File: config.mk
export PLATFORM = sky130hd
export DESIGN_NAME = delimited_number_list_parser_top
export DESIGN_NICKNAME = d
export VERILOG_FILES = /design/src/dnlp_pkg.sv /design/src/dnlp_step.sv /design/src/delimited_number_list_parser_top.sv
export SDC_FILE = /design/constraint.sdc
export NUM_CORES = 1
export LEC_CHECK = 0
export ABC_CLOCK_PERIOD_IN_PS = 4300
export BUFFER_PORTS_ARGS = -buffer_cell sky130_fd_sc_hd__buf_2
export CAP_MARGIN = 40
export CORE_MARGIN = 4
export CORE_UTILIZATION = 45
export CTS_CLUSTER_DIAMETER = 60
export DETAILED_ROUTE_END_ITERATION = 6
export GPL_TIMING_DRIVEN = 0
export PLACE_DENSITY = 0.65
export SYNTH_ARGS = -nofsm -noshare
export SYNTH_HDL_FRONTEND = slang
export SYNTH_HIERARCHICAL = 1
export SYNTH_SLANG_ARGS = --single-unit
File: constraint.sdc
create_clock -name clk -period 4.3 [get_ports clk]
set_input_delay 0.86 -clock clk [delete_from_list [all_inputs] [get_ports clk]]
set_output_delay 0.86 -clock clk [all_outputs]
set_load 0.02 [all_outputs]
File: src/dnlp_pkg.sv
// ----------------------------------------------------------------------------
// dnlp_pkg
// Shared types, character codes and digit decode for the delimited number
// list parser.
// ----------------------------------------------------------------------------
`default_nettype none

package dnlp_pkg;

	// Most tokens stored per string
	localparam int MAX_PARAMS = 16;
	// Stored-count width, able to hold MAX_PARAMS itself
	localparam int CNT_W = $clog2(MAX_PARAMS + 1);

	// Field widths fixed by the output port list
	localparam int VALUE_W = 32;
	localparam int IDX_W   = 4;
	localparam int PCNT_W  = 5;

	// Character codes
	localparam logic [7:0] CHAR_NUL   = 8'h00;
	localparam logic [7:0] CHAR_COMMA = 8'h2C;
	localparam logic [7:0] CHAR_COLON = 8'h3A;
	localparam logic [7:0] CHAR_APOS  = 8'h27;
	localparam logic [7:0] CHAR_X_LO  = 8'h78;
	localparam logic [7:0] CHAR_X_UP  = 8'h58;
	localparam logic [7:0] CHAR_0     = 8'h30;
	localparam logic [7:0] CHAR_9     = 8'h39;
	localparam logic [7:0] CHAR_A_UP  = 8'h41;
	localparam logic [7:0] CHAR_F_UP  = 8'h46;
	localparam logic [7:0] CHAR_A_LO  = 8'h61;
	localparam logic [7:0] CHAR_F_LO  = 8'h66;

	// Token and string state
	typedef struct packed {
		logic [VALUE_W-1:0] acc;
		logic [1:0]         pos;
		logic               hex;
		logic [CNT_W-1:0]   cnt;
		logic               err;
	} parse_state_t;

	// One result item
	typedef struct packed {
		logic [VALUE_W-1:0] value;
		logic [IDX_W-1:0]   idx;
		logic               has_value;
		logic               eos;
		logic               err;
		logic [PCNT_W-1:0]  cnt;
	} parse_result_t;

	// Decoded digit: ok is low for any character that is not a digit, A-F or a-f
	typedef struct packed {
		logic       ok;
		logic [3:0] d;
	} digit_t;

	function automatic digit_t digit_of(input logic [7:0] c);
		digit_t r;
		r.ok = 1'b1;
		r.d  = 4'd0;
		if (c >= CHAR_A_UP && c <= CHAR_F_UP) begin
			r.d = 4'(c - CHAR_A_UP + 8'd10);
		end else if (c >= CHAR_A_LO && c <= CHAR_F_LO) begin
			r.d = 4'(c - CHAR_A_LO + 8'd10);
		end else if (c >= CHAR_0 && c <= CHAR_9) begin
			r.d = 4'(c - CHAR_0);
		end else begin
			r.ok = 1'b0;
		end
		return r;
	endfunction

endpackage

`default_nettype wire

File: src/dnlp_step.sv
// ----------------------------------------------------------------------------
// dnlp_step
// Per-character step: classifies one character, updates token and string
// state and forms the result item, if any.
// ----------------------------------------------------------------------------
`default_nettype none

module dnlp_step
	import dnlp_pkg::*;
(
	input  parse_state_t  state_cur,
	input  logic [7:0]    ch,
	output parse_state_t  state_nxt,
	output parse_result_t res,
	output logic          res_valid
);

	logic             counted;
	logic             is_sep;
	logic             is_x;
	logic [CNT_W-1:0] cnt_inc;
	logic [CNT_W-1:0] cnt_fin;
	digit_t           dig;

	assign counted = state_cur.cnt < CNT_W'(MAX_PARAMS);
	assign is_sep  = (ch == CHAR_COMMA) || (ch == CHAR_COLON) || (ch == CHAR_APOS);
	assign is_x    = (ch == CHAR_X_LO) || (ch == CHAR_X_UP);
	assign cnt_inc = state_cur.cnt + CNT_W'(1);
	assign cnt_fin = counted ? cnt_inc : state_cur.cnt;
	assign dig     = digit_of(ch);

	// Next state and result
	always_comb begin
		state_nxt = state_cur;
		res       = '0;
		res_valid = 1'b0;
		priority if (ch == CHAR_NUL) begin
			// end of string: always one result, then back to reset state
			res_valid = 1'b1;
			res.eos   = 1'b1;
			res.err   = state_cur.err;
			if (counted && !state_cur.err) begin
				res.has_value = 1'b1;
				res.value     = state_cur.acc;
				res.idx       = IDX_W'(state_cur.cnt);
			end
			res.cnt   = state_cur.err ? '0 : PCNT_W'(cnt_fin);
			state_nxt = '0;
		end else if (is_sep) begin
			if (counted) begin
				if (!state_cur.err) begin
					res_valid     = 1'b1;
					res.has_value = 1'b1;
					res.value     = state_cur.acc;
					res.idx       = IDX_W'(state_cur.cnt);
				end
				state_nxt.cnt = cnt_inc;
			end
			state_nxt.acc = '0;
			state_nxt.pos = 2'd0;
			state_nxt.hex = 1'b0;
		end else begin
			if (counted) begin
				priority if (state_cur.pos == 2'd1 && !state_cur.hex &&
				             state_cur.acc == '0 && is_x) begin
					state_nxt.hex = 1'b1;
				end else if (!dig.ok) begin
					state_nxt.err = 1'b1;
				end else if (state_cur.hex) begin
					// times 16 plus digit
					state_nxt.acc = {state_cur.acc[VALUE_W-5:0], dig.d};
				end else begin
					// times 10 plus digit, as 8x + 2x
					state_nxt.acc = {state_cur.acc[VALUE_W-4:0], 3'b000} +
					                {state_cur.acc[VALUE_W-2:0], 1'b0} +
					                VALUE_W'(dig.d);
				end
			end
			if (state_cur.pos != 2'd2) begin
				state_nxt.pos = state_cur.pos + 2'd1;
			end
		end
	end

endmodule

`default_nettype wire

File: src/delimited_number_list_parser_top.sv
// ----------------------------------------------------------------------------
// delimited_number_list_parser_top
// Path: out_valid rises once an accepted char with a result has passed the input
// reg, then the result reg; stage 1 holds while the result reg is full and not taken.
// Throughput: one character per cycle while the result reg is free or being taken;
// each state update is a combinational classify plus multiply-add by 10 or 16.
// Characters that cause no result still take one slot in the pipeline.
// Reset: arst_n clears valid bits and all parse state; no clearing pass.
// ----------------------------------------------------------------------------
`default_nettype none

module delimited_number_list_parser_top
	import dnlp_pkg::*;
(
	input  wire logic        clk,
	input  wire logic        arst_n,
	input  wire logic        in_valid,
	output      logic        in_ready,
	input  wire logic [7:0]  char_in,
	output      logic        out_valid,
	input  wire logic        out_ready,
	output      logic [31:0] value,
	output      logic [3:0]  param_index,
	output      logic        has_value,
	output      logic        end_of_string,
	output      logic        parse_error,
	output      logic [4:0]  param_count
);

	logic          valid_s1;
	logic [7:0]    ch_s1;
	logic          valid_s2;
	parse_result_t res_s2;
	parse_state_t  state_q;
	parse_state_t  state_nxt;
	parse_result_t res;
	logic          res_valid;
	logic          adv;

	// stage 1 moves on whenever the result register is free or being taken
	assign adv      = !valid_s2 || out_ready;
	assign in_ready = !valid_s1 || adv;

	// input register
	always_ff @(posedge clk or negedge arst_n) begin
		if (!arst_n) begin
			valid_s1 <= 1'b0;
		end else if (in_ready) begin
			valid_s1 <= in_valid;
		end
	end

	always_ff @(posedge clk) begin
		if (in_ready && in_valid) begin
			ch_s1 <= char_in;
		end
	end

	dnlp_step u_step (
		.state_cur (state_q),
		.ch        (ch_s1),
		.state_nxt (state_nxt),
		.res       (res),
		.res_valid (res_valid)
	);

	// parse state and result valid
	always_ff @(posedge clk or negedge arst_n) begin
		if (!arst_n) begin
			state_q  <= '0;
			valid_s2 <= 1'b0;
		end else if (adv) begin
			if (valid_s1) begin
				state_q <= state_nxt;
			end
			valid_s2 <= valid_s1 && res_valid;
		end
	end

	// result payload
	always_ff @(posedge clk) begin
		if (adv && valid_s1 && res_valid) begin
			res_s2 <= res;
		end
	end

	assign out_valid     = valid_s2;
	assign value         = res_s2.value;
	assign param_index   = res_s2.idx;
	assign has_value     = res_s2.has_value;
	assign end_of_string = res_s2.eos;
	assign parse_error   = res_s2.err;
	assign param_count   = res_s2.cnt;

`ifndef SYNTHESIS
	// an accepted character always lands in stage 1
	a_accept_to_s1: assert property (@(posedge clk) disable iff (!arst_n)
		in_valid && in_ready |=> valid_s1)
		else $error("accepted item did not reach stage 1");

	// a separator result carries a value and no end-of-string fields
	a_sep_result: assert property (@(posedge clk) disable iff (!arst_n)
		out_valid && !end_of_string |-> has_value && !parse_error && param_count == '0)
		else $error("separator result with final-result fields set");

	// an error result reports no count and no value
	a_err_result: assert property (@(posedge clk) disable iff (!arst_n)
		out_valid && parse_error |-> end_of_string && !has_value && param_count == '0)
		else $error("error result carries a value or count");

	// stored count never passes the limit
	a_cnt_limit: assert property (@(posedge clk) disable iff (!arst_n)
		state_q.cnt <= CNT_W'(MAX_PARAMS))
		else $error("stored count beyond limit");

	// after end of string the parse state is back at reset
	a_eos_clear: assert property (@(posedge clk) disable iff (!arst_n)
		adv && valid_s1 && ch_s1 == CHAR_NUL |=> state_q == '0)
		else $error("state not cleared after end of string");
`endif

endmodule

`default_nettype wire
# Yosys cells after proc, flatten, opt, wreduce, memory -nomap -nowiden
# Cells that the tools add are included.
[word_totals]
reg_bits = 95
latch_bits = 0
ram_bits = 0
rom_bits = 0
input_bits = 12
output_inout_bits = 46
wordCells = 108
n_memories = 0
[classes]
add_sub_neg = 9
n_mul = 0
div_mod_pow = 0
n_lt_le_gt_ge = 7
eq_ne = 11
shifts = 0
n_mux = 32
bitwise_logic = 1
n_reduce_logical = 34
[op_table]
columns = ["cell", "count"]
rows = [
  ["two-way mux 37 bit", 5],
  ["two-way mux 32 bit", 4],
  ["two-way mux 41 bit", 1],
  ["two-way mux 35 bit", 1],
  ["adder 32 bit", 1],
  ["adder 32 x 4 -> 32 bit", 1],
  ["zero test 32 bit", 1],
  ["== test 8 x 6 -> 1 bit, second input constant", 3],
  ["== test 8 x 7 -> 1 bit, second input constant", 2],
  ["greater-or-equal comparator 8 x 7 -> 1 bit, second input constant", 2],
  ["less-or-equal comparator 8 x 7 -> 1 bit, second input constant", 2],
  ["two-way mux 5 bit", 3],
  ["two-way mux 1 bit", 13],
  ["two-way mux 4 bit", 3],
  ["nonzero test 3 bit", 4],
  ["subtractor 4 x 1 -> 4 bit, second input constant", 3],
  ["logical AND 1 bit", 11],
  ["adder 4 bit, second input constant", 2],
  ["greater-or-equal comparator 8 x 6 -> 1 bit, second input constant", 1],
  ["less-or-equal comparator 8 x 6 -> 1 bit, second input constant", 1],
  ["zero test 8 bit", 1],
  ["two-way mux 7 bit", 1],
  ["!= test 2 bit, second input constant", 3],
  ["AND reduction 3 bit", 2],
  ["15 further kinds", 23],
]

# Longest topological paths before layout
# Gate-level depths: netlist of the first run.
[depth]
word_depth = 12
mapped_depth = 21
ltp_nobuf = 21

# Cells and area by module
# Netlist of the first run, hierarchy kept.
[modules_own_cells]
columns = ["mod", "n_inst", "cells_each", "area_per_inst_um2", "seq_area_each_um2"]
rows = [
  ["dnlp_step", 1, 521, 3651.0, 0.0],
  ["delimited_number_list_parser_top", 1, 149, 3353.2, 2637.5],
]

# Worst setup path before layout of the first run
# OpenSTA, ideal clock, no wires.
[synth_timing]
kind = "reg2reg"
from = "register ch_s1[0]"
to = "register state_q[39] in the netlist's numbering"
setup_ps = 125
t_arrival_ps = 3946
required_ps = 4175
slack_ps = 229
stages_incl_launch_ff = 21
n_path_buf = 0
synth_period_minus_slack_ps = 4071
path_cell_list = "edfxtp_1 inv_1 ha_1 nand2b_1 o221ai_1 nor2_1 o21ai_0 o21ai_0 ha_1 ha_1 inv_1 fa_1 nand2b_1 a21oi_2 nand2b_4 a221o_1 a2111oi_4 or3_1 a21oi_1 o31ai_2 mux2_4"
[synth_rtl]
columns = ["item", "line_no", "text"]
rows = [
  ["from (decl)", "delimited_number_list_parser_top.sv:31", "logic [7:0] ch_s1;"],
  ["from (signal assigned)", "delimited_number_list_parser_top.sv:55", "ch_s1 <= char_in;"],
  ["to (signal assigned)", "delimited_number_list_parser_top.sv:74", "state_q <= state_nxt;"],
  ["to (decl)", "delimited_number_list_parser_top.sv:34", "parse_state_t state_q;"],
]

==> results of run 1 <==
## final cells by class
| type | count | area [um^2] | area share, % |
|---|---|---|---|
| timing repair buffer | 76 | 460 | 5.58 |
| multi-input combinational | 525 | 4330 | 52.5 |
| buffer | 30 | 174 | 2.11 |
| sequential | 95 | 2640 | 32.0 |
| clock buffer | 9 | 225 | 2.73 |
| clock inverter | 7 | 111 | 1.35 |
| inverter | 20 | 75.1 | 0.910 |
| tap | 188 | 235 | 2.85 |
## metrics by stage
step	std cells	hold slack, ps	util, %
4_1_cts	938	361	52.7
6_report	950	372	54.3
5_1_grt	950	369	54.3
2_1_floorplan	670	476	-
3_3_place_gp	915	491	49.5
3_5_place_dp	917	491	49.8
## how the worst max path moves through the flow
| stage | endpoint | startpoint | slack, ps |
|---|---|---|---|
| after global routing | state_q[33]$_DFFE_PN0P_ | ch_s1[0]$_DFFE_PP_ | -120 |
| after floorplan | state_q[39]$_DFFE_PN0P_ | ch_s1[0]$_DFFE_PP_ | 230 |
| final | state_q[35]$_DFFE_PN0P_ | ch_s1[0]$_DFFE_PP_ | -10 |
| after detailed placement | state_q[35]$_DFFE_PN0P_ | ch_s1[0]$_DFFE_PP_ | -370 |
| after CTS | state_q[39]$_DFFE_PN0P_ | ch_s1[0]$_DFFE_PP_ | 10 |
| after global placement | value[16]$_DFFE_PP_ | ch_s1[0]$_DFFE_PP_ | -480 |
## synth_stat cells (3+ instances only)
cell type	count
a211oi_1	11
a21o_1	16
a21oi_1	50
a31oi_1	11
and2_1	40
and3_1	5
buf_2	12
buf_6	5
clkbuf_1	9
dfrtp_1	43
edfxtp_1	52
ha_1	65
inv_1	20
mux2_4	40
mux2i_1	7
nand2_1	34
nand2b_1	10
nand3_1	11
nand3b_1	3
nand4_1	6
nor2_1	50
nor2b_1	5
nor3_1	9
nor3b_1	4
nor4_1	9
o211a_1	10
o211ai_1	9
o21a_1	3
o21ai_0	26
o21ai_1	7
or3_1	5
xnor2_1	15
xor2_1	15
## per-layer routing
layer  track usage, %  wire length, um
met2             32.4             8650
met5                0                0
met4             6.18              417
met3             3.04             1080
met1             28.1             8320
## cells by family (layout without fill, tap and decap cells)
group,Yosys count,in the layout
buffers and inverters,50,142
AOI/OAI and AO/OA,172,172
DFF,95,95
muxes,48,48
xor gates and xnor gates,30,30
adders and majority gates,67,67
and+or+nand+nor,208,208
## critical path, stage by stage (launching register included)
cell and delay, ps:
edfxtp_1 460, inv_2 150, ha_4 170, nor2_4 40, a21oi_4 170, o221ai_4 140, a31oi_2 230, a21oi_4 60
fa_1 480, buf_4 150, fa_2 350, nand2b_4 170, a21oi_4 150, o211a_1 210, o211ai_1 130, a21oi_2 180
buf_6 130, a41oi_2 130, xnor2_1 330, o21ai_1 90, mux2_4 260
## flip-flops by register name, summed over array words and instances, names as in the netlist, 4 cells and up
| signal | flops |
|---|---|
| param_count | 5 |
| state_q | 41 |
| value | 32 |
| ch_s1 | 8 |
| param_index | 4 |
## where the power goes
part           internal, mW  total [mW]  switching, mW
sequential             1.12        1.54          0.413
combinational          1.83        4.02           2.20
clock                 0.522       0.890          0.368
total                  3.47        6.45           2.98
## repair_timing
item,CTS,global route
endpoints found under the setup margin,12,14
pin swaps,8,26
buffers inserted,5,12
gates resized for setup,17,30
==> impl_results.md, run 1 <==
- Port bufs: 57
- Power Dens Cells: 782 mW/mm^2
- Clock Latency Late Sink: 350 ps
- Crit path required time: 4530 ps
- Core box area: 0.0152 mm^2
- Syn_area_per_cell: 10.5 um^2
- Final setup vio count: 1
- Min cycle time layout: 4310 ps
- Setup TNS: -12.9 ps
- Asr flop ratio synth: 45.3%
- Crit share post-route: 100%
- DR vias/cell: 5.88
- Largest net degree at the start of global routing: 37
- H-tree level count: 3
- Sequential element share of the synthesized area: 37.7%
- Mapped cell area: 0.00700 mm^2
- Antenna-violating nets left: 0
- Max VDD drop: 0.000487 V
- Global route overflow: 0
- Vias in the first global route: 5392
- Synthesis Warnings: 6
- Fin. max-slew vios: 0
- Area added between synthesis and finish: 17.8%
- CTS tree: built
- Hold Vio Cnt, Final: 0
- Fmax: 232 MHz
- Simple-gate share of the synthesized area: 16.5%
- Post-DP Area: 0.00757 mm^2
- Drt pass-1 iters: 7
- Final RePlAce weighted congestion: 0.894
- CTS Sinks: 95
- Register bit total from synthesis: 95
- I/O pin count: 58
- RR Startpoint: ch_s1[0]$_DFFE_PP_
- Setup ws final: -12.9 ps
- Initial antenna violation count: 0
- Top_reg_cell synth: edfxtp_1
- Post-synthesis compound-gate area fraction: 16.6%
- Slew HR: 50.7%
- Post-synth EDFFs: 52
- First-pass GRT wire length: 28.7 mm
- Setup crit end kind: register
- Worst-case reg-to-reg path depth: 20
- Nets: 836
- WP data arrival: 4550 ps
- Clock skew: 7.22 ps
- CTS root buffer: clkbuf_16
- Mapped Nets: 749
- DRC Markers: 0
- Synth top area share: 22.3%
- Unrepaired setup endpoints after global routing: yes
- Pwr Total: 6.45 mW
- Max-Cap Viols: 0
- Total CTS buffers: 9
- WL/cell: 19.4 um
- Vias: 5586
- Leak: 3.59 nW
- Pre-CTS setup slack: -375 ps
- Top cells by area, synth: edfxtp_1 22%, dfrtp_1 15%, ha_1 12%
- Final HPWL DP: 13.0 mm
- Clock transition at path regs: 70 ps
- R2R Setup Slk: -10 ps
- FP Rows: 45
- Multiplexer share of the synthesized area: 9.74%
- Failing checks: negative setup slack
- Nature of the critical path startpoint: register
- Die ar.: 0.0176 mm^2
- Hold bufs inserted after CTS: 0
- Crit Path Class: reg2reg
- Final wirelength: 18.5 mm
- Unique cell type count in the Yosys netlist: 71
- Synth Area in Adders: 12.2%
- Layout cells sized above 1: 26.4%
- Post-route cell area: 0.00825 mm^2
- Commonest non-fill, non-tap cell in the layout: buf_2
- Worst Tran Pin Value: 720 ps
- Worst Hold Class: in2async
- Most frequent cells in the layout: 69 x buf_2, 60 x ha_1, 52 x edfxtp_1
- Largest family of logic cells by synthesized area: compound AO/OA/AOI/OAI gates
- Status: complete, but fails checks
- Die W: 133 um
- Ant diodes: 0
- Synth Area in XOR/XNOR: 3.75%
- Starting Density: 46.1%
- Die height: 133 um
- Cell taking the most area after synthesis: edfxtp_1
- Filler cell count: 1357
- Worst-path maximum fanout: 5
- Reg2reg end: state_q[35]$_DFFE_PN0P_
- Detailed Route Iter0 Violations: 469
- Max clock buf depth: 2
- All-layer global routing usage: 20.1%
- Cells after synthesis: 670
No activity file was read; power rests on OpenSTA's default activity.
==> inputs of run 2 (changes only) <==
--- a/config.mk
+++ b/config.mk
@@ -10,3 +10,3 @@
 export CAP_MARGIN = 40
-export CORE_MARGIN = 4
+export CORE_MARGIN = 2
 export CORE_UTILIZATION = 45
@@ -16,2 +16,3 @@
 export PLACE_DENSITY = 0.65
+export REMOVE_ABC_BUFFERS = 1
 export SYNTH_ARGS = -nofsm -noshare
==> constraint.sdc (replaced) <==
create_clock -name clk -period 4.3 [get_ports clk]
set_input_delay 0.43 -clock clk [delete_from_list [all_inputs] [get_ports clk]]
set_output_delay 0.43 -clock clk [all_outputs]
set_load 0.02 [all_outputs]
==> run 2 against run 1 <==
The run now ends clean. Non-clock buffer count down 23. Die area down 5.9%. Critical endpoint is now state_q[39]$_DFFE_PN0P_. Global-route usage up 0.28 points. Utilization down 0.38 points. Register-to-register slack better by 90 ps. Worst hold slack worse by 120 ps. Count of clock-buffer cells in the layout unchanged. Largest cell class unchanged. Clock skew up 2.4 ps. Flip-flop and latch count unchanged.
==> impl_results.md, run 2 (synthesized netlist as in run 1, its figures left out) <==
- Status: finished clean
- Final setup vio count: 0
- Slowest-stage cell, CP: edfxtp_1
- Min cycle time layout: 4230 ps
- Vias in the first global route: 5327
- Worst Hold Class: in2reg
- Max FFs per register: 41
- Starting Density: 46.1%
- Global route overflow: 0
- WL met2: 8.36 mm
- Die height: 129 um
- CP max stage delay: 490 ps
- CTS Sinks: 95
- Met1 Wirelength: 7.70 mm
- Hold Vio Cnt, Final: 0
- Vias: 5574
- Fin. max-slew vios: 0
- Core box area: 0.0152 mm^2
- Post-route cell area: 0.00819 mm^2
- FP Rows: 45
- Detailed Route Iter0 Violations: 360
- Slew HR: 33.0%
- Max VDD drop: 0.000337 V
- Drt pass-1 iters: 5
- CTS root buffer: clkbuf_16
- Met3 routed WL: 618 um
- Largest Register: state_q
- Commonest non-fill, non-tap cell in the layout: ha_1
- Max clock buf depth: 2
- Die W: 129 um
- Clock skew: 9.64 ps
- CP Cell Sequence: inv_2, ha_4, nor2_4, a21oi_4, o221a_4, nand2_2, o21ai_2, ha_1, ha_2, inv_2, fa_2, nand2b_4, a21oi_4, nand2b_4, a221o_2, a2111oi_4, or3_4, and3_4, o31ai_2, mux2_4
- Crit path required time: 4530 ps
- Largest net degree at the start of global routing: 43
- Clock Latency Late Sink: 350 ps
- Worst Tran Pin Value: 979 ps
- Final wirelength: 17.1 mm
- Power Dens Cells: 771 mW/mm^2
- Worst-path maximum fanout: 5
- Crit share post-route: 98.3%
- Die ar.: 0.0166 mm^2
- DRC Markers: 0
- Non-Filler Instances: 927
- First-pass GRT wire length: 27.1 mm
- Port bufs: 57
- Setup crit end kind: register
- Nature of the critical path startpoint: register
- Ant diodes: 0
- CTS tree: built
- Final HPWL DP: 11.8 mm
- Worst-case reg-to-reg path depth: 20
- WHS Path Cells: 1
- Area added between synthesis and finish: 17.0%
- Unrepaired setup endpoints after global routing: yes
- Initial antenna violation count: 0
- Layout cells sized above 1: 26.7%
- Max-Cap Viols: 0
- WP data arrival: 4460 ps
- Placed Cells: 895
- WL/cell: 18.4 um
- Clock transition at path regs: 70 ps
- Final RePlAce weighted congestion: 0.936
- Nets: 813
- Leak: 3.53 nW
- Crit Path Class: reg2reg
- Most frequent cells in the layout: 60 x ha_1, 58 x buf_2, 52 x edfxtp_1
- Post-DP Area: 0.00754 mm^2
- Fmax: 237 MHz
- Total CTS buffers: 9
- H-tree level count: 3
- I/O pin count: 58
- All-layer global routing usage: 20.4%
- DR vias/cell: 6.01
- Uppermost routed layer: met4
- Antenna-violating nets left: 0
-- run 2: area by class of cell --
| class | instances | area [um^2] |
|---|---|---|
| clock buffer | 9 | 225 |
| timing repair buffer | 83 | 581 |
| sequential | 95 | 2640 |
| clock inverter | 7 | 78.8 |
| multi-input combinational | 525 | 4360 |
| tap | 188 | 235 |
| fill | 1327 | 7010 |
| inverter | 20 | 75.1 |
-- run 2: worst paths after layout --
check / slack [ps] / endpoint / from
worst max register to register: 70 / state_q[39]$_DFFE_PN0P_ / ch_s1[0]$_DFFE_PP_
worst min-delay path: 250 / ch_s1[0]$_DFFE_PP_ / char_in[0]
min in group asynchronous: 530 / out_valid$_DFFE_PN0P_ / arst_n
worst min register to register: 520 / state_q[8]$_DFFE_PN0P_ / state_q[8]$_DFFE_PN0P_
max in group asynchronous: 3250 / state_q[34]$_DFFE_PN0P_ / arst_n
worst max-delay path: 70 / state_q[39]$_DFFE_PN0P_ / ch_s1[0]$_DFFE_PP_
-- run 2: worst max-delay path: cells and delay by family, from the launching register on --
kind,cells,cell delay (ps)
AO/OA/AOI/OAI,7,1530
flip-flops,1,490
AND/OR/NAND/NOR,6,790
buffers and inverters,2,220
multiplexers,1,270
adder cells (fa/ha/maj),4,810
-- run 2: per-stage QoR --
step	util [%]	worst slack (ps)	TNS [ps]	total power [mW]	hold slack, ps
final	53.9	72.2	0	6.32	253
after global routing	53.9	-84.7	-475	6.82	236
after CTS	52.3	8.11	0	6.10	242
after detailed placement	49.6	-342	-2330	5.12	370
after global placement	48.4	-1960	-92620	5.03	494
after floorplan	-	44.4	0	4.33	134
-- run 2: per-layer routing --
| layer | track usage [%] | up-vias |
|---|---|---|
| li1 | - | 2626 |
| met1 | 27.1 | 2775 |
| met2 | 34.3 | 139 |
| met3 | 2.95 | 34 |
| met4 | 6.97 | 0 |
| met5 | 0 | - |
-- run 2: repair_timing --
item                                    in CTS  in global routing
buffers inserted                             5                 10
pin swaps                                    8                 28
endpoints found under the hold margin       14                  0
gates resized for setup                     17                 38
endpoints found under the setup margin      11                 17
hold buffers                                 1                  0
-- run 2: power by group --
group	internal, mW	total (mW)	switching [mW]
clock	0.457	0.827	0.369
sequential	1.12	1.50	0.376
combinational	1.86	3.99	2.14
total	3.44	6.32	2.88
